**src/hw/rtl/assert_macros.svh**
```systemverilog
// Assertion macros shared by the accumulator step RTL.
`ifndef ASSERT_MACROS_SVH
`define ASSERT_MACROS_SVH

`ifndef NO_ASSERTIONS

// Same-cycle implication, disabled while reset is high
`define ASSERT_IMPLIES(name, clk, rst, ante, cons, msg) \
   name: assert property (@(posedge clk) disable iff (rst) (ante) |-> (cons)) \
      else $error(msg);

// Next-cycle implication, disabled while reset is high
`define ASSERT_NEXT(name, clk, rst, ante, cons, msg) \
   name: assert property (@(posedge clk) disable iff (rst) (ante) |=> (cons)) \
      else $error(msg);

`else

`define ASSERT_IMPLIES(name, clk, rst, ante, cons, msg)
`define ASSERT_NEXT(name, clk, rst, ante, cons, msg)

`endif

`endif

```
**src/hw/rtl/acs_pkg.sv**
```systemverilog
// Types, codes and the microcode program of the accumulator step block.
package acs_pkg;

   // Field widths
   localparam int unsigned ADDR_BITS     = 27;
   localparam int unsigned DATA_BITS     = 32;
   localparam int unsigned OPC_BITS      = 5;
   localparam int unsigned OPC_SHIFT     = 27;
   localparam int unsigned MODE_BITS     = 2;
   localparam int unsigned STATUS_BITS   = 3;
   localparam int unsigned UPC_BITS      = 5;
   localparam int unsigned MEM_WORDS_DEF = 1024;

   typedef logic [MODE_BITS-1:0]   mode_type;
   typedef logic [OPC_BITS-1:0]    opc_type;
   typedef logic [STATUS_BITS-1:0] status_type;
   typedef logic [UPC_BITS-1:0]    upc_type;

   // Request modes
   localparam mode_type MODE_WRITE = 2'd0;
   localparam mode_type MODE_EXEC  = 2'd1;
   localparam mode_type MODE_READ  = 2'd2;
   localparam mode_type MODE_NONE  = 2'd3;

   // Instruction opcodes
   localparam opc_type OP_LDA = 5'h01;
   localparam opc_type OP_STA = 5'h02;
   localparam opc_type OP_LDB = 5'h03;
   localparam opc_type OP_STB = 5'h04;
   localparam opc_type OP_ADD = 5'h05;
   localparam opc_type OP_SUB = 5'h06;
   localparam opc_type OP_JMP = 5'h07;
   localparam opc_type OP_JZ  = 5'h08;
   localparam opc_type OP_HLT = 5'h1F;

   // Result status codes
   localparam status_type ST_ACCESS  = 3'd0;
   localparam status_type ST_EXEC    = 3'd1;
   localparam status_type ST_HALT    = 3'd2;
   localparam status_type ST_BAD_OP  = 3'd3;
   localparam status_type ST_HALTED  = 3'd4;

   // Microcode addresses; the clear loop falls through into idle
   localparam upc_type U_CLEAR  = 5'd0;
   localparam upc_type U_IDLE   = 5'd1;
   localparam upc_type U_WR     = 5'd2;
   localparam upc_type U_RD     = 5'd3;
   localparam upc_type U_RD2    = 5'd4;
   localparam upc_type U_EXEC   = 5'd5;
   localparam upc_type U_FETCH  = 5'd6;
   localparam upc_type U_LDA    = 5'd7;
   localparam upc_type U_LDA2   = 5'd8;
   localparam upc_type U_STA    = 5'd9;
   localparam upc_type U_LDB    = 5'd10;
   localparam upc_type U_LDB2   = 5'd11;
   localparam upc_type U_STB    = 5'd12;
   localparam upc_type U_ADD    = 5'd13;
   localparam upc_type U_SUB    = 5'd14;
   localparam upc_type U_JMP    = 5'd15;
   localparam upc_type U_JZ     = 5'd16;
   localparam upc_type U_HLT    = 5'd17;
   localparam upc_type U_BAD    = 5'd18;
   localparam upc_type U_HALTED = 5'd19;

   // Channel payloads
   typedef struct packed {
      mode_type               mode;
      logic [ADDR_BITS-1:0]   address;
      logic [DATA_BITS-1:0]   data;
   } req_type;

   typedef struct packed {
      status_type             status;
      opc_type                opcode;
      logic [DATA_BITS-1:0]   accumulator;
      logic [DATA_BITS-1:0]   b_value;
      logic [ADDR_BITS-1:0]   pc;
      logic                   zero;
      logic [DATA_BITS-1:0]   read_data;
      logic                   mem_written;
   } rsp_type;

   // Control word fields
   typedef enum logic [1:0] {
      MEM_IDLE = 2'd0,
      MEM_RD   = 2'd1,
      MEM_WR   = 2'd2
   } mem_op_type;

   typedef enum logic [1:0] {
      ADDR_REQ  = 2'd0,
      ADDR_PC   = 2'd1,
      ADDR_OPND = 2'd2,
      ADDR_CLR  = 2'd3
   } addr_sel_type;

   typedef enum logic [1:0] {
      WD_REQ  = 2'd0,
      WD_ACC  = 2'd1,
      WD_B    = 2'd2,
      WD_ZERO = 2'd3
   } wd_sel_type;

   typedef enum logic [1:0] {
      ACC_HOLD = 2'd0,
      ACC_LOAD = 2'd1,
      ACC_ADD  = 2'd2,
      ACC_SUB  = 2'd3
   } acc_op_type;

   typedef enum logic [1:0] {
      PC_HOLD = 2'd0,
      PC_INC  = 2'd1,
      PC_LOAD = 2'd2,
      PC_JZ   = 2'd3
   } pc_op_type;

   typedef enum logic [2:0] {
      SEQ_NEXT      = 3'd0,
      SEQ_JUMP      = 3'd1,
      SEQ_CLR_LOOP  = 3'd2,
      SEQ_DISP_MODE = 3'd3,
      SEQ_BR_HALT   = 3'd4,
      SEQ_DISP_OPC  = 3'd5
   } seq_op_type;

   // Datapath half of a control word
   typedef struct packed {
      mem_op_type   mem_op;
      addr_sel_type addr_sel;
      wd_sel_type   wd_sel;
      acc_op_type   acc_op;
      logic         b_load;
      pc_op_type    pc_op;
      logic         ir_load;
      logic         rd_load;
      logic         halt;
      logic         st_set;
      status_type   st_val;
      logic         written;
      logic         clr_step;
   } dp_ctrl_type;

   typedef struct packed {
      dp_ctrl_type dp;
      seq_op_type  seq;
      upc_type     target;
   } uword_type;

   // Handshake events raised by the sequencer
   typedef struct packed {
      logic accept;
      logic emit;
   } evt_type;

   // Datapath conditions seen by the sequencer
   typedef struct packed {
      logic    running;
      logic    clr_last;
      logic    out_free;
      opc_type opcode;
   } flags_type;

   function automatic dp_ctrl_type dp_nop();
      dp_ctrl_type d;
      d.mem_op   = MEM_IDLE;
      d.addr_sel = ADDR_REQ;
      d.wd_sel   = WD_REQ;
      d.acc_op   = ACC_HOLD;
      d.b_load   = 1'b0;
      d.pc_op    = PC_HOLD;
      d.ir_load  = 1'b0;
      d.rd_load  = 1'b0;
      d.halt     = 1'b0;
      d.st_set   = 1'b0;
      d.st_val   = ST_ACCESS;
      d.written  = 1'b0;
      d.clr_step = 1'b0;
      return d;
   endfunction

   // Microcode ROM: one control word per step
   function automatic uword_type ucode_rom(input upc_type upc);
      uword_type w;
      w.dp     = dp_nop();
      w.seq    = SEQ_JUMP;
      w.target = U_IDLE;
      case (upc)
         U_CLEAR: begin
            w.dp.mem_op   = MEM_WR;
            w.dp.addr_sel = ADDR_CLR;
            w.dp.wd_sel   = WD_ZERO;
            w.dp.clr_step = 1'b1;
            w.seq         = SEQ_CLR_LOOP;
         end
         U_IDLE: begin
            w.seq = SEQ_DISP_MODE;
         end
         U_WR: begin
            w.dp.mem_op   = MEM_WR;
            w.dp.addr_sel = ADDR_REQ;
            w.dp.wd_sel   = WD_REQ;
         end
         U_RD: begin
            w.dp.mem_op   = MEM_RD;
            w.dp.addr_sel = ADDR_REQ;
            w.seq         = SEQ_NEXT;
         end
         U_RD2: begin
            w.dp.rd_load = 1'b1;
         end
         U_EXEC: begin
            w.dp.mem_op   = MEM_RD;
            w.dp.addr_sel = ADDR_PC;
            w.seq         = SEQ_BR_HALT;
            w.target      = U_HALTED;
         end
         U_FETCH: begin
            w.dp.ir_load = 1'b1;
            w.dp.st_set  = 1'b1;
            w.dp.st_val  = ST_EXEC;
            w.seq        = SEQ_DISP_OPC;
         end
         U_LDA, U_LDB: begin
            w.dp.mem_op   = MEM_RD;
            w.dp.addr_sel = ADDR_OPND;
            w.seq         = SEQ_NEXT;
         end
         U_LDA2: begin
            w.dp.acc_op = ACC_LOAD;
            w.dp.pc_op  = PC_INC;
         end
         U_LDB2: begin
            w.dp.b_load = 1'b1;
            w.dp.pc_op  = PC_INC;
         end
         U_STA: begin
            w.dp.mem_op   = MEM_WR;
            w.dp.addr_sel = ADDR_OPND;
            w.dp.wd_sel   = WD_ACC;
            w.dp.written  = 1'b1;
            w.dp.pc_op    = PC_INC;
         end
         U_STB: begin
            w.dp.mem_op   = MEM_WR;
            w.dp.addr_sel = ADDR_OPND;
            w.dp.wd_sel   = WD_B;
            w.dp.written  = 1'b1;
            w.dp.pc_op    = PC_INC;
         end
         U_ADD: begin
            w.dp.acc_op = ACC_ADD;
            w.dp.pc_op  = PC_INC;
         end
         U_SUB: begin
            w.dp.acc_op = ACC_SUB;
            w.dp.pc_op  = PC_INC;
         end
         U_JMP: begin
            w.dp.pc_op = PC_LOAD;
         end
         U_JZ: begin
            w.dp.pc_op = PC_JZ;
         end
         U_HLT: begin
            w.dp.halt   = 1'b1;
            w.dp.st_set = 1'b1;
            w.dp.st_val = ST_HALT;
         end
         U_BAD: begin
            w.dp.halt   = 1'b1;
            w.dp.st_set = 1'b1;
            w.dp.st_val = ST_BAD_OP;
         end
         U_HALTED: begin
            w.dp.st_set = 1'b1;
            w.dp.st_val = ST_HALTED;
         end
         default: begin
            w.seq = SEQ_JUMP;
         end
      endcase
      return w;
   endfunction

   // Entry step for each request mode; the unused mode reports straight away
   function automatic upc_type mode_entry(input mode_type m);
      upc_type u;
      case (m)
         MODE_WRITE: u = U_WR;
         MODE_EXEC:  u = U_EXEC;
         MODE_READ:  u = U_RD;
         default:    u = U_IDLE;
      endcase
      return u;
   endfunction

   // Entry step for each opcode; anything unknown halts
   function automatic upc_type opc_entry(input opc_type o);
      upc_type u;
      case (o)
         OP_LDA:  u = U_LDA;
         OP_STA:  u = U_STA;
         OP_LDB:  u = U_LDB;
         OP_STB:  u = U_STB;
         OP_ADD:  u = U_ADD;
         OP_SUB:  u = U_SUB;
         OP_JMP:  u = U_JMP;
         OP_JZ:   u = U_JZ;
         OP_HLT:  u = U_HLT;
         default: u = U_BAD;
      endcase
      return u;
   endfunction

endpackage

```
**src/hw/rtl/acs_useq.sv**
```systemverilog
// Microcode sequencer: step counter, control ROM, dispatch and branches.
`include "assert_macros.svh"

module acs_useq (
   input  logic                clock,
   input  logic                reset,
   input  logic                req_valid,
   input  acs_pkg::mode_type   req_mode,
   output logic                req_ready,
   input  acs_pkg::flags_type  flags,
   output acs_pkg::dp_ctrl_type ctrl,
   output acs_pkg::evt_type    evt
);
   import acs_pkg::*;

   upc_type   upc_ff;
   upc_type   upc_in;
   upc_type   upc_seq;
   logic      pend_ff;
   logic      pend_in;
   logic      idle;
   uword_type uw;

   // Current control word
   assign uw      = ucode_rom(upc_ff);
   assign ctrl    = uw.dp;
   assign upc_seq = upc_type'(upc_ff + 1'b1);

   // Idle step: hand over the finished result and take the next beat together
   assign idle      = (uw.seq == SEQ_DISP_MODE);
   assign req_ready = idle && (!pend_ff || flags.out_free);
   assign evt.accept = req_valid && req_ready;
   assign evt.emit   = idle && pend_ff && flags.out_free;

   // Next step
   always_comb begin
      case (uw.seq)
         SEQ_NEXT:      upc_in = upc_seq;
         SEQ_JUMP:      upc_in = uw.target;
         SEQ_CLR_LOOP:  upc_in = flags.clr_last ? upc_seq : upc_ff;
         SEQ_DISP_MODE: upc_in = evt.accept ? mode_entry(req_mode) : upc_ff;
         SEQ_BR_HALT:   upc_in = flags.running ? upc_seq : uw.target;
         SEQ_DISP_OPC:  upc_in = opc_entry(flags.opcode);
         default:       upc_in = U_IDLE;
      endcase
   end

   // A result is pending from acceptance until it is handed over
   always_comb begin
      if (evt.accept) begin
         pend_in = 1'b1;
      end else if (evt.emit) begin
         pend_in = 1'b0;
      end else begin
         pend_in = pend_ff;
      end
   end

   always_ff @(posedge clock) begin
      if (reset) begin
         upc_ff  <= U_CLEAR;
         pend_ff <= 1'b0;
      end else begin
         upc_ff  <= upc_in;
         pend_ff <= pend_in;
      end
   end

   `ASSERT_NEXT(a_accept_sets_pending, clock, reset, evt.accept, pend_ff, "accepted beat left no pending result")
   `ASSERT_IMPLIES(a_no_accept_in_clear, clock, reset, upc_ff == U_CLEAR, !req_ready, "request taken during memory clear")
   `ASSERT_NEXT(a_work_leaves_idle, clock, reset, evt.accept && (req_mode != MODE_NONE), upc_ff != U_IDLE, "accepted work did not start")

endmodule

```
**config.mk**
```make
export PLATFORM = sky130hd
export DESIGN_NAME = acs_useq
export DESIGN_NICKNAME = d
export VERILOG_FILES = /design/src/hw/rtl/acs_pkg.sv /design/src/hw/rtl/acs_useq.sv
export VERILOG_INCLUDE_DIRS = /design/src /design/src/hw/rtl
export SDC_FILE = /design/constraint.sdc
export NUM_CORES = 1
export LEC_CHECK = 0
export BUFFER_PORTS_ARGS = -buffer_cell sky130_fd_sc_hd__buf_2
export CORE_MARGIN = 3
export CORE_UTILIZATION = 50
export CTS_CLUSTER_SIZE = 30
export DETAILED_ROUTE_END_ITERATION = 6
export GPL_TIMING_DRIVEN = 0
export PLACE_DENSITY_LB_ADDON = 0.05
export SKIP_CTS_REPAIR_TIMING = 1
export SLEW_MARGIN = 5
export SYNTH_ARGS = -nofsm -noshare
export SYNTH_HDL_FRONTEND = slang
export SYNTH_SLANG_ARGS = --single-unit
```
**constraint.sdc**
```tcl
create_clock -name clock -period 2.5 [get_ports clock]
set_input_delay 0.5 -clock clock [delete_from_list [all_inputs] [get_ports clock]]
set_output_delay 0.5 -clock clock [all_outputs]
set_load 0.05 [all_outputs]
```
==> results of run 1 <==
-- layout by cell type, fill, tap and decap left out, types with 5 or more instances in the layout --
cell and n:
o21ai_0 5, nor2_1 14, and3_1 6, ha_1 8, nor3_1 6, inv_1 9, nand2b_1 5, a21oi_1 10
nand2_1 16, buf_2 39
-- cell type report --
cell class              instances  area share (%)
plain buffers                  12            6.24
clock buffers                   3            1.70
inverters                       9            2.55
multi-input cells             122            64.3
flip-flops and latches          6            9.26
well taps                      27            2.55
repair buffers                 35            13.4
-- logic make-up (layout without fill, tap and decap cells) --
logic type,Yosys count,count (layout),synth area share [%]
AND/OR/NAND/NOR,66,66,32.7
AO/OA/AOI/OAI,40,40,27.9
buffers and inverters,22,59,11.2
adder cells (fa/ha/maj),8,8,9.47
flip-flops,6,6,11.4
multiplexers,5,5,4.85
XOR/XNOR,3,3,2.49
-- layer usage --
metal | track usage [%] | part of all wire [%]
met1 | 26.2 | 42
met2 | 39.5 | 52
met3 | 2.58 | 3.7
met4 | 13.1 | 2.4
met5 | 0 | 0
-- per-stage QoR --
| step | setup TNS (ns) | instances | total power, mW | hold WS, ns | util, % |
|---|---|---|---|---|---|
| finish | 0 | 214 | 1.46 | 0.476 | 66.8 |
| CTS | -0.118 | 215 | 1.44 | 0.470 | 66.3 |
| global placement | 0 | 212 | 1.32 | 0.498 | 65.2 |
| global route | 0 | 214 | 1.59 | 0.461 | 66.8 |
| detailed placement | 0 | 212 | 1.34 | 0.510 | 65.2 |
| floorplan | 0 | 150 | 1.11 | 0.480 | - |
-- sequential cells by signal, indices dropped and copies added, names as in the netlist --
| signal | flops |
|---|---|
| upc_ff | 5 |
| pend_ff | 1 |
-- path summary, 6_finish.rpt --
check | startpoint | end | cells past startpoint
min | reset | upc_ff[3] | 2
min reg2reg | pend_ff | pend_ff | 2
max reg2reg | upc_ff[0] | upc_ff[1] | 7
max | upc_ff[1] | ctrl[17] | 7
-- power by group --
part / internal, mW / leakage (nW) / switching [mW]
Clock: 0.0540 / 0.0138 / 0.0310
Combinational: 0.406 / 0.574 / 0.822
Sequential: 0.122 / 0.0496 / 0.0280
Total: 0.583 / 0.638 / 0.881
==> flow_summary.ini, run 1 <==
[die]
dieArea_um2 = 2700
rows = 16
die_y_um = 52.0
core-area_um2 = 1980
io_pins = 36
die_x_um = 52.0
start_util_pct = 53.3

[worst_setup_path]
cpMaxStageDelayCell = dfxtp_2
crit_path_max_incr_delay_ns = 0.36
crit_family = buffers and inverters
crit_fanout = 10
critical_path_buf_inv_count = 3
worstSetupEndpointType = output port
path_class = reg2out
cp-start-kind = flop
crit_chain = inv_1 > ha_1 > buf_2 > or2_4 > a211oi_2 > a311oi_2 > buf_4
cp.arrival_ns = 1.85
r2r_slack_ns = 0.64
cp.required_ns = 2.00

[layout]
diodes = 0
nets = 210
drive_gt1_share_pct = 34.2
area_growth_syn_to_layout_pct = 25.2
seqCellArea_um2 = 123
multiInputGateArea_um2 = 851
fill_cells = 190
fin_area_um2 = 1320

[placement]
gp_congestion = 0.874
portBuffers = 35
post-place-ws_ns = 0.137
post_dp_cell_area_um2 = 1290
dp_hpwl_um = 2280

[timing]
rsz0062_at_grt = false
fmax_mhz = 426
clock_skew_ns = 0.00184
finalSetupViolCount = 0
finalCriticalPeriod_ns = 2.35
relSlewSlack_pct = 64.6
hold_viol_final = 0
postLayoutSetupSlackWorst_ns = 0.153
min_period_over_period_pct = 93.9
finalMaxSlewViolations = 0
worst_pin_slew_ns = 0.531

[synthesis]
async_reset_ff_share_pct = 0
synthTopCellsByArea = dfxtp_1 11%, ha_1 9.5%, nand2_1 5.7%
synth_edf_count = 0
yosysTopAreaCellShare_pct = 11.4
synth_ff_type = dfxtp_1
synth_top_cell_by_area = dfxtp_1
synth.most_common_cell = nand2_1
syn_inst = 150
postSynthAreaPerCell_um2 = 7.05
synth-seq-cells = 6
synth_seq_area_share_pct = 11.4
syn_area_um2 = 1060
ys_types = 50
synth_warnings = 0
synth_common_cells = 16 x nand2_1, 14 x nor2_1, 10 x a21oi_1
syn_nets = 171

[run_status]
outcome = completed

[cts]
htreeDepth = 1
clk_transition_reported_paths_ns = 0.04
clockBufferDepth = 2
tritoncts = built
root_buffer = clkbuf_4
insertion_delay_ns = 0.24
cts_buffers = 3
cts_sinks = 6

[route]
ant_nets = 0
firstDrtPassIters = 4
drc = 0
viasPerCell = 5.66
num_vias = 1212
wl_um = 2890
drt_iter0_markers = 18
routedWlPerCell_um = 13.5

[global_route]
grt_pass1_wl_um = 4730
overflow = 0
grt_util_all_layers_pct = 22.6
grt_max_degree = 11
antenna_found_initial = 0
grt_pass1_vias = 1127

[pwr]
powerDensity_nw_per_um2 = 1110
vdd_drop_max_mv = 0.779
p_leak_nw = 0.638

[run]
maxCapViolCount = 0

[min_path]
hold_class = in2reg
Power figures use the tool's default switching activity.
==> inputs of run 2 (changes only) <==
--- a/config.mk
+++ b/config.mk
@@ -8,7 +8,7 @@
 export LEC_CHECK = 0
 export BUFFER_PORTS_ARGS = -buffer_cell sky130_fd_sc_hd__buf_2
 export CORE_MARGIN = 3
-export CORE_UTILIZATION = 50
+export CORE_UTILIZATION = 45
 export CTS_CLUSTER_SIZE = 30
 export DETAILED_ROUTE_END_ITERATION = 6
 export GPL_TIMING_DRIVEN = 0
==> constraint.sdc (replaced) <==
create_clock -name clock -period 2.1 [get_ports clock]
set_input_delay 0.42 -clock clock [delete_from_list [all_inputs] [get_ports clock]]
set_output_delay 0.42 -clock clock [all_outputs]
set_load 0.05 [all_outputs]
==> flow_summary.ini, run 2 (synthesis gave the netlist of run 1 again) <==
[worst_setup_path]
cp-start-kind = flop
cp_common_cell = buf_6
crit_path_max_incr_delay_ns = 0.38
r2r_cells = 9
r2r_start = upc_ff[1]
cp.arrival_ns = 1.69
path_class = reg2out
cp.required_ns = 1.68
crit_chain = inv_4 > ha_4 > buf_6 > or2_4 > a211oi_4 > a311oi_4 > buf_6
crit_family = flip-flops
critical_path_buf_inv_count = 3
crit_fanout = 6
r2r_slack_ns = 0.29
worstSetupEndpointType = output port
reg2reg_to = upc_ff[1]
cpMaxStageDelayCell = dfxtp_4

[pwr]
p_comb_share_pct = 86.1
p_total_mw = 2.14
p_leak_nw = 0.698
switching_share_pct = 55.6
powerDensity_nw_per_um2 = 1370
seqPwrFrac_pct = 9.1
clkPwrFrac_pct = 4.7
p_int_mw = 0.953
p_sw_mw = 1.19
vdd_drop_max_mv = 1.24

[layout]
layout_commonest_cell = buf_2
final_cell_mix = 27 x buf_2, 14 x nand2_1, 13 x nor2_1
multiInputGateArea_um2 = 956
nets = 217
drive_gt1_share_pct = 46.9
area_growth_syn_to_layout_pct = 47.6
seqCellArea_um2 = 129
final_cells = 221
largestRegisters = upc_ff x5, pend_ff x1
diodes = 0
top_register = upc_ff
fill_cells = 161
largest_register_ffs = 5

[route]
wl_um = 3070
firstDrtPassIters = 4
routedWlPerCell_um = 13.9
viasPerCell = 5.64
drc = 0
num_vias = 1246
drt_iter0_markers = 37
ant_nets = 0

[die]
die_y_um = 54.5
io_pins = 36
rows = 16
dieArea_um2 = 2970
die_x_um = 54.5
core-area_um2 = 2080
start_util_pct = 50.8

[placement]
dp_hpwl_um = 2210
dp_cells = 212
post-place-ws_ns = -0.282
gp_congestion = 0.871
portBuffers = 35

[min_path]
min_from = reset
min_delay_worst_endpoint = upc_ff[3]
hold_depth = 2
hold_class = in2reg

[timing]
postLayoutSetupSlackWorst_ns = -0.0141
worst_pin_slew_ns = 0.346
finalMaxSlewViolations = 0
hold_slack_ns = 0.379
finalCriticalPeriod_ns = 2.11
rsz0062_at_grt = true
finalSetupViolCount = 1
relSlewSlack_pct = 76.7
hold_viol_final = 0
fin_setup_tns_ns = -0.0141
min_period_over_period_pct = 101
clock_skew_ns = 0.00306
fmax_mhz = 473

[run_status]
violations = setup timing
outcome = finished, violations left

[global_route]
grt_pass1_vias = 1028
grt_max_degree = 11
grt_util_all_layers_pct = 20.5
grt_pass1_wl_um = 4570
antenna_found_initial = 0
overflow = 0

[cts]
cts_buffers = 3
tritoncts = built
htreeDepth = 1
clk_transition_reported_paths_ns = 0.04
cts_sinks = 6
root_buffer = clkbuf_4
insertion_delay_ns = 0.24
clockBufferDepth = 2

[run]
maxCapViolCount = 0
run 2: final cells by class:
class / count / area share, %
well taps: 27 / 2.17
clock buffers: 3 / 1.44
inverters: 9 / 2.73
plain buffers: 12 / 7.30
flip-flops and latches: 6 / 8.26
multi-input cells: 122 / 61.3
repair buffers: 42 / 16.8
run 2: power by group through the flow:
stage	sequential [mW]	clock [mW]	combinational (mW)
2_1_floorplan	0.167	0	1.19
3_3_place_gp	0.177	0	1.44
3_5_place_dp	0.177	0	1.47
4_1_cts	0.175	0.104	1.47
5_1_grt	0.200	0.119	1.97
6_report	0.196	0.101	1.85
run 2: routing by layer:
layer | part of all wire, % | global-route usage, %
met5 | 0 | 0
met4 | 0 | 2.07
met3 | 9.4 | 3.27
met2 | 46 | 32.1
met1 | 45 | 30.3
run 2: through the flow:
step / utilization, % / cell area [µm²]
2_1_floorplan: - / 1120
6_report: 74.9 / 1560
4_1_cts: 65.0 / 1350
5_1_grt: 74.9 / 1560
3_5_place_dp: 63.9 / 1330
3_3_place_gp: 63.9 / 1330
run 2: worst reg2reg max path: stages (launching register included):
cell	delay, ns
dfxtp_4	0.38
inv_4	0.05
ha_4	0.16
buf_4	0.13
buf_2	0.15
nand2b_1	0.15
nor2_2	0.07
a221oi_1	0.26
o21ai_1	0.11
o221a_1	0.24
run 2: how the worst max path moves through the flow:
stage / startpoint / endpoint / cells past startpoint
after global routing: upc_ff[1] / ctrl[17] / 7
after CTS: upc_ff[1] / ctrl[17] / 7
final: upc_ff[1] / ctrl[17] / 7
after global placement: upc_ff[1] / ctrl[17] / 7
after detailed placement: upc_ff[1] / ctrl[17] / 7
after floorplan: upc_ff[0] / ctrl[14] / 7
==> inputs of run 3 (changes only) <==
--- a/config.mk
+++ b/config.mk
@@ -7,6 +7,7 @@
 export NUM_CORES = 1
 export LEC_CHECK = 0
 export BUFFER_PORTS_ARGS = -buffer_cell sky130_fd_sc_hd__buf_2
+export CORE_ASPECT_RATIO = 0.7
 export CORE_MARGIN = 3
 export CORE_UTILIZATION = 45
 export CTS_CLUSTER_SIZE = 30
==> flow_summary.ini, run 3 (synthesis gave the netlist of run 1 again) <==
[run_status]
outcome = finished, violations left
violations = setup timing

[timing]
relSlewSlack_pct = 76.5
min_period_over_period_pct = 101
finalSetupViolCount = 1
worst_pin_slew_ns = 0.352
hold_viol_final = 0
postLayoutSetupSlackWorst_ns = -0.0313
finalMaxSlewViolations = 0
fmax_mhz = 469
finalCriticalPeriod_ns = 2.13
rsz0062_at_grt = true
clock_skew_ns = 0.00516

[worst_setup_path]
crit_chain = inv_4 > ha_4 > buf_8 > or2_4 > a211oi_4 > a311oi_4 > buf_6
r2r_slack_ns = 0.09
cpMaxStageDelayCell = dfxtp_4
cp.arrival_ns = 1.71
cp.required_ns = 1.68
crit_path_max_incr_delay_ns = 0.38
worstSetupEndpointType = output port
crit_fanout = 6
reg2reg_to = upc_ff[1]
path_class = reg2out
cp-start-kind = flop
r2r_cells = 10
r2r_start = upc_ff[1]

[global_route]
grt_pass1_wl_um = 4650
grt_util_all_layers_pct = 20.3
grt_max_degree = 11
overflow = 0
grt_pass1_vias = 995
antenna_found_initial = 0

[pwr]
vdd_drop_max_mv = 1.15
p_leak_nw = 0.729
powerDensity_nw_per_um2 = 1420
p_total_mw = 2.32

[layout]
fin_util_pct = 74.5
largest_register_ffs = 5
layout_commonest_cell = buf_2
nets = 220
largestRegisters = upc_ff x5, pend_ff x1
top_register = upc_ff
final_cell_mix = 27 x buf_2, 15 x buf_4, 14 x nand2_1
diodes = 0
drive_gt1_share_pct = 49.7
fill_cells = 166
area_growth_syn_to_layout_pct = 54.3

[cts]
htreeDepth = 1
cts_sinks = 6
cts_buffers = 3
clk_transition_reported_paths_ns = 0.05
clockBufferDepth = 2
root_buffer = clkbuf_4
insertion_delay_ns = 0.25
tritoncts = built

[min_path]
min_delay_worst_endpoint = upc_ff[3]
min_from = reset
hold_depth = 2
hold_class = in2reg

[placement]
gp_congestion = 0.795
dp_hpwl_um = 2360
portBuffers = 35

[die]
core-area_um2 = 2190
die_x_um = 63.9
rows = 14
io_pins = 36
dieArea_um2 = 2980
start_util_pct = 48.3
die_y_um = 46.6

[route]
drc = 0
drt_iter0_markers = 118
routedWlPerCell_um = 14.6
wl_um = 3350
num_vias = 1278
viasPerCell = 5.58
ant_nets = 0
firstDrtPassIters = 4

[run]
maxCapViolCount = 0
==> run 3: report_power, final <==
group	internal, mW	total (mW)	switching [mW]
Clock	0.0650	0.111	0.0463
Sequential	0.153	0.197	0.0439
Combinational	0.841	2.01	1.17
Total	1.06	2.32	1.26
==> run 3: through the flow <==
stage                     setup TNS, ns  area [µm²]  instances  hold WS [ns]  worst slack (ns)
after floorplan                  -0.988        1120        150         0.480            -0.319
after global placement           -0.302        1340        217         0.505            -0.251
after detailed placement         -0.310        1340        217         0.525            -0.269
after CTS                         -3.31        1360        220         0.375            -0.538
after global routing             -0.113        1630        229         0.383           -0.0748
final                           -0.0313        1630        229         0.372           -0.0313
==> run 3: worst max path at each step <==
stage,slack [ns],endpoint,start,depth (start not counted)
floorplan,-0.32,ctrl[14],upc_ff[0],7
global placement,-0.25,ctrl[17],upc_ff[1],7
detailed placement,-0.27,ctrl[17],upc_ff[1],7
CTS,-0.54,ctrl[17],upc_ff[1],7
global route,-0.07,ctrl[17],upc_ff[1],7
finish,-0.03,ctrl[17],upc_ff[1],7
==> run 3: cell type report <==
| class | instances | area (µm²) | share of cell area, % |
|---|---|---|---|
| buffer | 12 | 116 | 7.13 |
| tap | 32 | 40.0 | 2.45 |
| timing repair buffer | 45 | 295 | 18.1 |
| multi-input combinational | 122 | 990 | 60.7 |
| clock buffer | 3 | 22.5 | 1.38 |
| sequential | 6 | 129 | 7.90 |
| inverter | 9 | 38.8 | 2.38 |
==> run 3: metal layers <==
metal	wire length (µm)	vias up	share of wire [%]	GRT usage (%)
li1	-	635	-	-
met1	1650	593	49	31.6
met2	1460	50	44	27.5
met3	233	0	7.0	4.63
met4	0	0	0	3.86
met5	0	-	0	0
==> run 3: critical path, delay by kind of cell, from the launching register on <==
kind	cells	cell delay [ns]
and+or+nand+nor	1	0.26
DFF	1	0.38
AOI/OAI and AO/OA	2	0.30
adders and majority gates	1	0.17
buffers and inverters	3	0.35
